**src/sv/pn3d_pkg.sv**
```systemverilog
// ----------------------------------------------------------------------------
// pn3d_pkg: shared constants, permutation table and helpers for 3D noise
// Holds the fixed permutation, the gradient codes and fixed-point widths.
// ----------------------------------------------------------------------------
package pn3d_pkg;

  localparam int TABLE_SIZE_DEF = 256;
  localparam int FRAC_BITS_DEF  = 16;
  localparam int COORD_W        = 24;
  localparam int OUT_W          = 18;
  localparam int OUT_FRAC       = 16;
  localparam int ROM_DEPTH      = 256;

  typedef logic [7:0] perm_t;

  // fixed reference permutation
  localparam perm_t PERM [ROM_DEPTH] = '{
    8'd151,8'd160,8'd137,8'd91,8'd90,8'd15,8'd131,8'd13,8'd201,8'd95,8'd96,8'd53,
    8'd194,8'd233,8'd7,8'd225,8'd140,8'd36,8'd103,8'd30,8'd69,8'd142,8'd8,8'd99,
    8'd37,8'd240,8'd21,8'd10,8'd23,8'd190,8'd6,8'd148,8'd247,8'd120,8'd234,8'd75,
    8'd0,8'd26,8'd197,8'd62,8'd94,8'd252,8'd219,8'd203,8'd117,8'd35,8'd11,8'd32,
    8'd57,8'd177,8'd33,8'd88,8'd237,8'd149,8'd56,8'd87,8'd174,8'd20,8'd125,8'd136,
    8'd171,8'd168,8'd68,8'd175,8'd74,8'd165,8'd71,8'd134,8'd139,8'd48,8'd27,8'd166,
    8'd77,8'd146,8'd158,8'd231,8'd83,8'd111,8'd229,8'd122,8'd60,8'd211,8'd133,
    8'd230,8'd220,8'd105,8'd92,8'd41,8'd55,8'd46,8'd245,8'd40,8'd244,8'd102,8'd143,
    8'd54,8'd65,8'd25,8'd63,8'd161,8'd1,8'd216,8'd80,8'd73,8'd209,8'd76,8'd132,
    8'd187,8'd208,8'd89,8'd18,8'd169,8'd200,8'd196,8'd135,8'd130,8'd116,8'd188,
    8'd159,8'd86,8'd164,8'd100,8'd109,8'd198,8'd173,8'd186,8'd3,8'd64,8'd52,8'd217,
    8'd226,8'd250,8'd124,8'd123,8'd5,8'd202,8'd38,8'd147,8'd118,8'd126,8'd255,
    8'd82,8'd85,8'd212,8'd207,8'd206,8'd59,8'd227,8'd47,8'd16,8'd58,8'd17,8'd182,
    8'd189,8'd28,8'd42,8'd223,8'd183,8'd170,8'd213,8'd119,8'd248,8'd152,8'd2,8'd44,
    8'd154,8'd163,8'd70,8'd221,8'd153,8'd101,8'd155,8'd167,8'd43,8'd172,8'd9,
    8'd129,8'd22,8'd39,8'd253,8'd19,8'd98,8'd108,8'd110,8'd79,8'd113,8'd224,8'd232,
    8'd178,8'd185,8'd112,8'd104,8'd218,8'd246,8'd97,8'd228,8'd251,8'd34,8'd242,
    8'd193,8'd238,8'd210,8'd144,8'd12,8'd191,8'd179,8'd162,8'd241,8'd81,8'd51,
    8'd145,8'd235,8'd249,8'd14,8'd239,8'd107,8'd49,8'd192,8'd214,8'd31,8'd181,
    8'd199,8'd106,8'd157,8'd184,8'd84,8'd204,8'd176,8'd115,8'd121,8'd50,8'd45,
    8'd127,8'd4,8'd150,8'd254,8'd138,8'd236,8'd205,8'd93,8'd222,8'd114,8'd67,8'd29,
    8'd24,8'd72,8'd243,8'd141,8'd128,8'd195,8'd78,8'd66,8'd215,8'd61,8'd156,8'd180
  };

  // gradient codes
  localparam logic [3:0] G_XPY = 4'h0, G_NXPY = 4'h1, G_XMY = 4'h2, G_NXMY = 4'h3,
                         G_XPZ = 4'h4, G_NXPZ = 4'h5, G_XMZ = 4'h6, G_NXMZ = 4'h7,
                         G_YPZ = 4'h8, G_NYPZ = 4'h9, G_YMZ = 4'hA, G_NYMZ = 4'hB,
                         G_YPX = 4'hC, G_NYPZ2 = 4'hD, G_YMX = 4'hE;

  // look up permutation, index taken modulo the table
  function automatic perm_t perm_rd(input logic [7:0] idx);
    return PERM[idx];
  endfunction

endpackage

```
**src/sv/pn3d_fade.sv**
```systemverilog
// ----------------------------------------------------------------------------
// pn3d_fade: pipelined quintic fade
// Five registered steps of 6t^5-15t^4+10t^3 using floor shifts.
// ----------------------------------------------------------------------------
module pn3d_fade #(
  parameter int FRAC_BITS = pn3d_pkg::FRAC_BITS_DEF
) (
  input  logic                 clk,
  input  logic                 en,
  input  logic [FRAC_BITS-1:0] f_in,
  output logic [FRAC_BITS:0]   u_out
);
  localparam int W  = FRAC_BITS + 6;
  localparam int PW = W + FRAC_BITS + 2;
  localparam logic signed [W-1:0] S15 = W'(15) <<< FRAC_BITS;
  localparam logic signed [W-1:0] S10 = W'(10) <<< FRAC_BITS;

  logic [FRAC_BITS-1:0] f_r [4];
  logic signed [W-1:0]  a_r, b_r, c_r, d_r;
  logic signed [PW-1:0] pb, pc, pd, pu;
  logic [FRAC_BITS:0]   u_r;

  assign pb = $signed({2'b0, f_r[0]}) * a_r;
  assign pc = $signed({2'b0, f_r[1]}) * b_r;
  assign pd = $signed({2'b0, f_r[2]}) * c_r;
  assign pu = $signed({2'b0, f_r[3]}) * d_r;

  // advance one step per stage; each stage after the first adds a multiply
  always_ff @(posedge clk) begin
    if (en) begin
      f_r[0] <= f_in;
      a_r    <= $signed(W'({f_in, 2'b0}) + W'({f_in, 1'b0})) - S15;
      f_r[1] <= f_r[0];
      b_r    <= W'(pb >>> FRAC_BITS) + S10;
      f_r[2] <= f_r[1];
      c_r    <= W'(pc >>> FRAC_BITS);
      f_r[3] <= f_r[2];
      d_r    <= W'(pd >>> FRAC_BITS);
      u_r    <= (FRAC_BITS+1)'(pu >>> FRAC_BITS);
    end
  end
  assign u_out = u_r;
endmodule

```
**config.mk**
```make
export PLATFORM = sky130hd
export DESIGN_NAME = pn3d_fade
export DESIGN_NICKNAME = d
export VERILOG_FILES = /design/src/sv/pn3d_pkg.sv /design/src/sv/pn3d_fade.sv
export SDC_FILE = /design/constraint.sdc
export NUM_CORES = 2
export LEC_CHECK = 0
export ABC_AREA = 1
export BUFFER_PORTS_ARGS = -buffer_cell sky130_fd_sc_hd__buf_2
export CAP_MARGIN = 20
export CORE_ASPECT_RATIO = 0.6
export CORE_UTILIZATION = 58
export CTS_CLUSTER_SIZE = 12
export DETAILED_ROUTE_END_ITERATION = 10
export GPL_TIMING_DRIVEN = 1
export MAX_ROUTING_LAYER = met4
export PLACE_DENSITY = 0.85
export SLEW_MARGIN = 5
export SYNTH_ARGS = -nofsm -noshare
export SYNTH_HDL_FRONTEND = slang
export SYNTH_SLANG_ARGS = --single-unit
```
**constraint.sdc**
```tcl
create_clock -name clk -period 6.6 [get_ports clk]
set_input_delay 0.99 -clock clk [delete_from_list [all_inputs] [get_ports clk]]
set_output_delay 0.99 -clock clk [all_outputs]
set_load 0.03 [all_outputs]
```
Yosys cells after proc, flatten, opt, wreduce, memory -nomap -nowiden
Memories as Yosys holds them, arrays and structs flattened.
Cells that the tools add are included.
{"block": "word_totals", "regBits": 104, "ramBits": 64, "inputBits": 18, "out_inout_bits": 17, "elab_cells": 15, "mem_count": 1}
{"block": "classes", "add_sub_neg": 3, "n_mul": 4, "muxes": 2}
{"memory": "f_r", "depth": 4, "width": 16, "rd": 4, "rd_ports_with_merged_regs": 0, "wr": 4, "line_no": "pn3d_fade.sv:18", "text": "logic [FRAC_BITS-1:0] f_r [4];"}
{"operator": "$mul A17 B22 Y38", "count": 2}
{"operator": "$mul A17 B21 Y38", "count": 1}
{"operator": "$mul A17 B22 Y33", "count": 1}
{"operator": "$add A22 B21 Y22 const B", "count": 1}
{"operator": "$sub A19 B20 Y21 const B", "count": 1}
{"operator": "$add A18 B17 Y19", "count": 1}
{"operator": "$mux W1", "count": 2}

Depth between registers and ports, before layout
{"block": "depth", "word_depth": 2, "mapped_depth": 34, "mapped_depth_nobuf": 32}

Least setup slack after synthesis
Ideal clock, no wire load.
{"block": "synth_path", "kind": "flip-flop to flip-flop", "start": "memory f_r[0][8] (netlist name)", "end": "register b_r[21] (data pin)", "setup_time_ns": 0.252, "t_arrival_ns": 5.769, "required_time_ns": 6.348, "setup_slack_ns": 0.579, "path_stages_with_launch": 32, "n_path_buf": 2, "synth_period_minus_slack_ns": 6.021, "path_cell_list": "edfxtp_1 > clkbuf_1 > clkbuf_1 > nand2_1 > fa_1 > inv_1 > fa_1 > inv_1 > fa_1 > inv_1 > fa_1 > fa_1 > inv_1 > fa_1 > inv_1 > ha_1 > nand2_1 > nand2_1 > o21bai_1 > a21oi_1 > nand2_1 > nand2_1 > nand2_1 > nand2_1 > nand2_2 > ha_1 > inv_1 > nand3_1 > nand2_2 > inv_2 > nand2_1 > nand2_1"}
{"item": "start, declared", "line_no": "pn3d_fade.sv:18"}
{"item": "end signal, assigned", "line_no": "pn3d_fade.sv:34", "text": "b_r <= W'(pb >>> FRAC_BITS) + S10;"}
{"item": "end, declared", "line_no": "pn3d_fade.sv:19", "text": "logic signed [W-1:0] a_r, b_r, c_r, d_r;"}

Worst setup path in the final report
{"block": "layout_path", "start": "register b_r[8]", "end": "register c_r[21] (data pin)"}
{"block": "layout_via", "elab_chain_len": 1}
{"item": "$mul A17 B22 Y38", "line_no": "pn3d_fade.sv:24", "text": "assign pc = $signed({2'b0, f_r[1]}) * b_r;"}
{"item": "named net pc[37]", "line_no": "pn3d_fade.sv:20", "text": "logic signed [PW-1:0] pb, pc, pd, pu;"}
{"item": "end signal, assigned", "line_no": "pn3d_fade.sv:36", "text": "c_r <= W'(pc >>> FRAC_BITS);"}
{"item": "end, declared", "line_no": "pn3d_fade.sv:19"}
The timed path passes the listed nets, and every way through them passes these cells.
A chain may end at the register's enable or synchronous reset.

==> results.md <==
* Status: complete, but fails checks
* Violated checks: DRC
* Synthesis-stage register bit count at 164
* H-tree Lvls at 4
* Post-Layout Inst Area at 60660 sq um
* Routability Congestion at 0.9991
* Placed Area at 59380 sq um
* DR DRC count at 1
* Synth Cell Area at 56310 sq um
* Vias per cell at between 5 and 6
* CP Launch Type: register
* Fin crit period at 6.498 ns
* Final WS setup at roughly 0.1 ns
* Layout Nets at 8735
* Relative slew slack at 28.01%
* Worst slew pin tran at 1.080 ns
* Routed Antenna Nets at 0
* Syn_area_per_cell at 8.141 sq um
* Kind of critical path: register to register
* Die Y at 243.3 um
* Die width at 404.2 um
* Largest net degree at the start of global routing at roughly 150
* Yosys cell types at 47
* Skew-Pair Late Insertion Delay at roughly 0.56 ns
* Standard-cell rows at 88
* Final wirelength at 156700 um
* Crit Path Max Fanout at 11
* Dpl ws at -0.6266 ns
* PortBufs at 34
* Core ar. at 96120 sq um
* Tcrit/Tclk final at between 90% and 100%
* CTS max path bufs at 2
* Count of final hold-check violations at 0
* Layout cells sized above 1 at 6.435%
* Synth Warn # at 0
* Clock Skew at 0.01703 ns
* Met3 global-route usage at approximately an eighth
* WP data required at 6.89 ns
* Crit. End Element: register
* Share of the synthesized area in the top cell type at 45.79%
* CTS Buf Count at 17
* First-pass detailed-route iteration total at 11
* Commonest non-fill, non-tap cell in the layout: inv_1
* Area growth, synth to finish at 7.733%
* Top Usage Layer GRT: met1
* Vias in the first global route at approximately 47000
* I/O pin total at 35
* Starting DRC count in detailed routing at approximately 5000
* Clock-pin slew on the worst setup and hold paths at ~0.09 ns
* Clock Tree Root: clkbuf_16
* Max Cap Viol at 0
* Final setup fails at 0
* Largest area contributor in the netlist: fa_1
* Synth area leaders: fa_1 46%, inv_1 15%, nand2_1 12%
* Initial Utilization at 58.58%
* Max Clock Freq at 153.9 MHz
* Vias at 44190
* Mapped Cells at 6916
* Total die area at around 98000 sq um
* Worst hold path class: input pin to register
* Sequential area share after synthesis at 8.746%
* Wirelength per Cell at 18.77 um
* M2 GR Usage at 43.63%
* Slew Limit Fails at 0
* Most frequent cells in the layout: 2231 x inv_1, 1768 x nand2_1, 1285 x fa_1
* Final setup TNS at 0 ns
* Post-CTS Hold Fix Bufs at 0
* Syn nets at ~8600
* Critical path arrival at ~6.8 ns
* Initial antenna violation count at 3
* Clock Sink Count at 164
* First-pass GRT wire length at 256400 um
* Total GRT Usage at 34.91%
* M1 GR Usage at 54.58%
* Grt ovf at 0
* HPWL after detailed placement at between 100000 and 150000 um
* CTS tree: done
==> worst paths after layout <==
check | startpoint | end | slack (ns) | depth (start not counted)
max | b_r[8]$_DFFE_PP_ | c_r[21]$_DFFE_PP_ | 0.10 | 21
min | f_in[15] | f_r[0][15]$_DFFE_PP_ | 0.63 | 1
max reg2reg | b_r[8]$_DFFE_PP_ | c_r[21]$_DFFE_PP_ | 0.10 | 21
min reg2reg | f_r[0][14]$_DFFE_PP_ | f_r[1][14]$_DFFE_PP_ | 0.72 | 1
==> worst max-delay path, cell delays in order, from the launching register on <==
cell and delay (ns):
edfxtp_1 0.80, buf_4 0.24, nand2_1 0.07, fa_1 0.47
fa_1 0.54, inv_1 0.05, fa_1 0.48, fa_1 0.51
inv_1 0.05, fa_1 0.45, fa_1 0.49, inv_1 0.05
ha_1 0.38, nand2_1 0.15, nor2_1 0.11, inv_1 0.09
buf_4 0.17, nor4_4 0.25, buf_4 0.19, nand4_1 0.31
nand3_2 0.28, xnor2_1 0.08
==> cells in the mapped netlist (all sizes together) <==
cell type	count
a21o	25
xnor2	41
nand2	1783
nor4	7
clkbuf	263
o221ai	1
and3	7
and2	4
nand3	77
o211ai	9
o2111ai	1
o21bai	18
nor2	165
o31ai	4
xor2	78
nand4	15
nand3b	4
o211a	1
a21boi	8
edfxtp	164
ha	402
fa	1288
a31oi	22
a211oi	3
or2	1
buf	21
nor3	19
o21a	10
o21ai	80
a21oi	160
inv	2235
==> metrics by stage <==
step	cells	utilization, %	hold slack (ns)
2_1_floorplan	6916	-	0.4523
5_1_grt	8349	63.11	0.6156
3_3_place_gp	8257	61.78	0.6826
4_1_cts	8294	62.47	0.5992
3_5_place_dp	8257	61.78	0.6898
6_report	8349	63.11	0.6317
==> final cells by class <==
class / instances / area (sq um)
multi-input cells: 4233 / 41970
fillers: 7969 / 35460
repair buffers: 376 / 3136
inverters: 2235 / 8389
clock buffers: 17 / 425.4
diodes: 4 / 10.01
flip-flops and latches: 164 / 4925
clock inverters: 15 / 168.9
well taps: 1305 / 1633
==> flip-flops by register name (all words and copies together), names as in the netlist <==
register and cells:
a_r 18, b_r 22, d_r 22, f_r 63, u_out 17, c_r 22
==> layer usage <==
metal,vias up,share of wire (%)
met5,-,0
met4,0,1.0
met3,143,16
met2,2723,38
met1,21680,45
li1,19640,-
==> timing repair <==
action | in CTS | in global routing
setup endpoints to repair | 1 | 22
endpoints found under the hold margin | 0 | 0
resized for setup | 3 | 12
cloned | 0 | 0
setup buffers | 5 | 51
pin swaps | 2 | 2
==> cells by family after synthesis <==
family                   share of synthesized area (%)
XOR/XNOR                                         1.864
AND/OR/NAND/NOR                                  14.37
flip-flops                                       8.746
adder cells (fa/ha/maj)                          54.73
buffers and inverters                            16.80
AO/OA/AOI/OAI                                    3.495
Power is left out: the tool's default activity adds up to more than one toggle a clock period on the data nets, which glitch-free logic cannot reach.
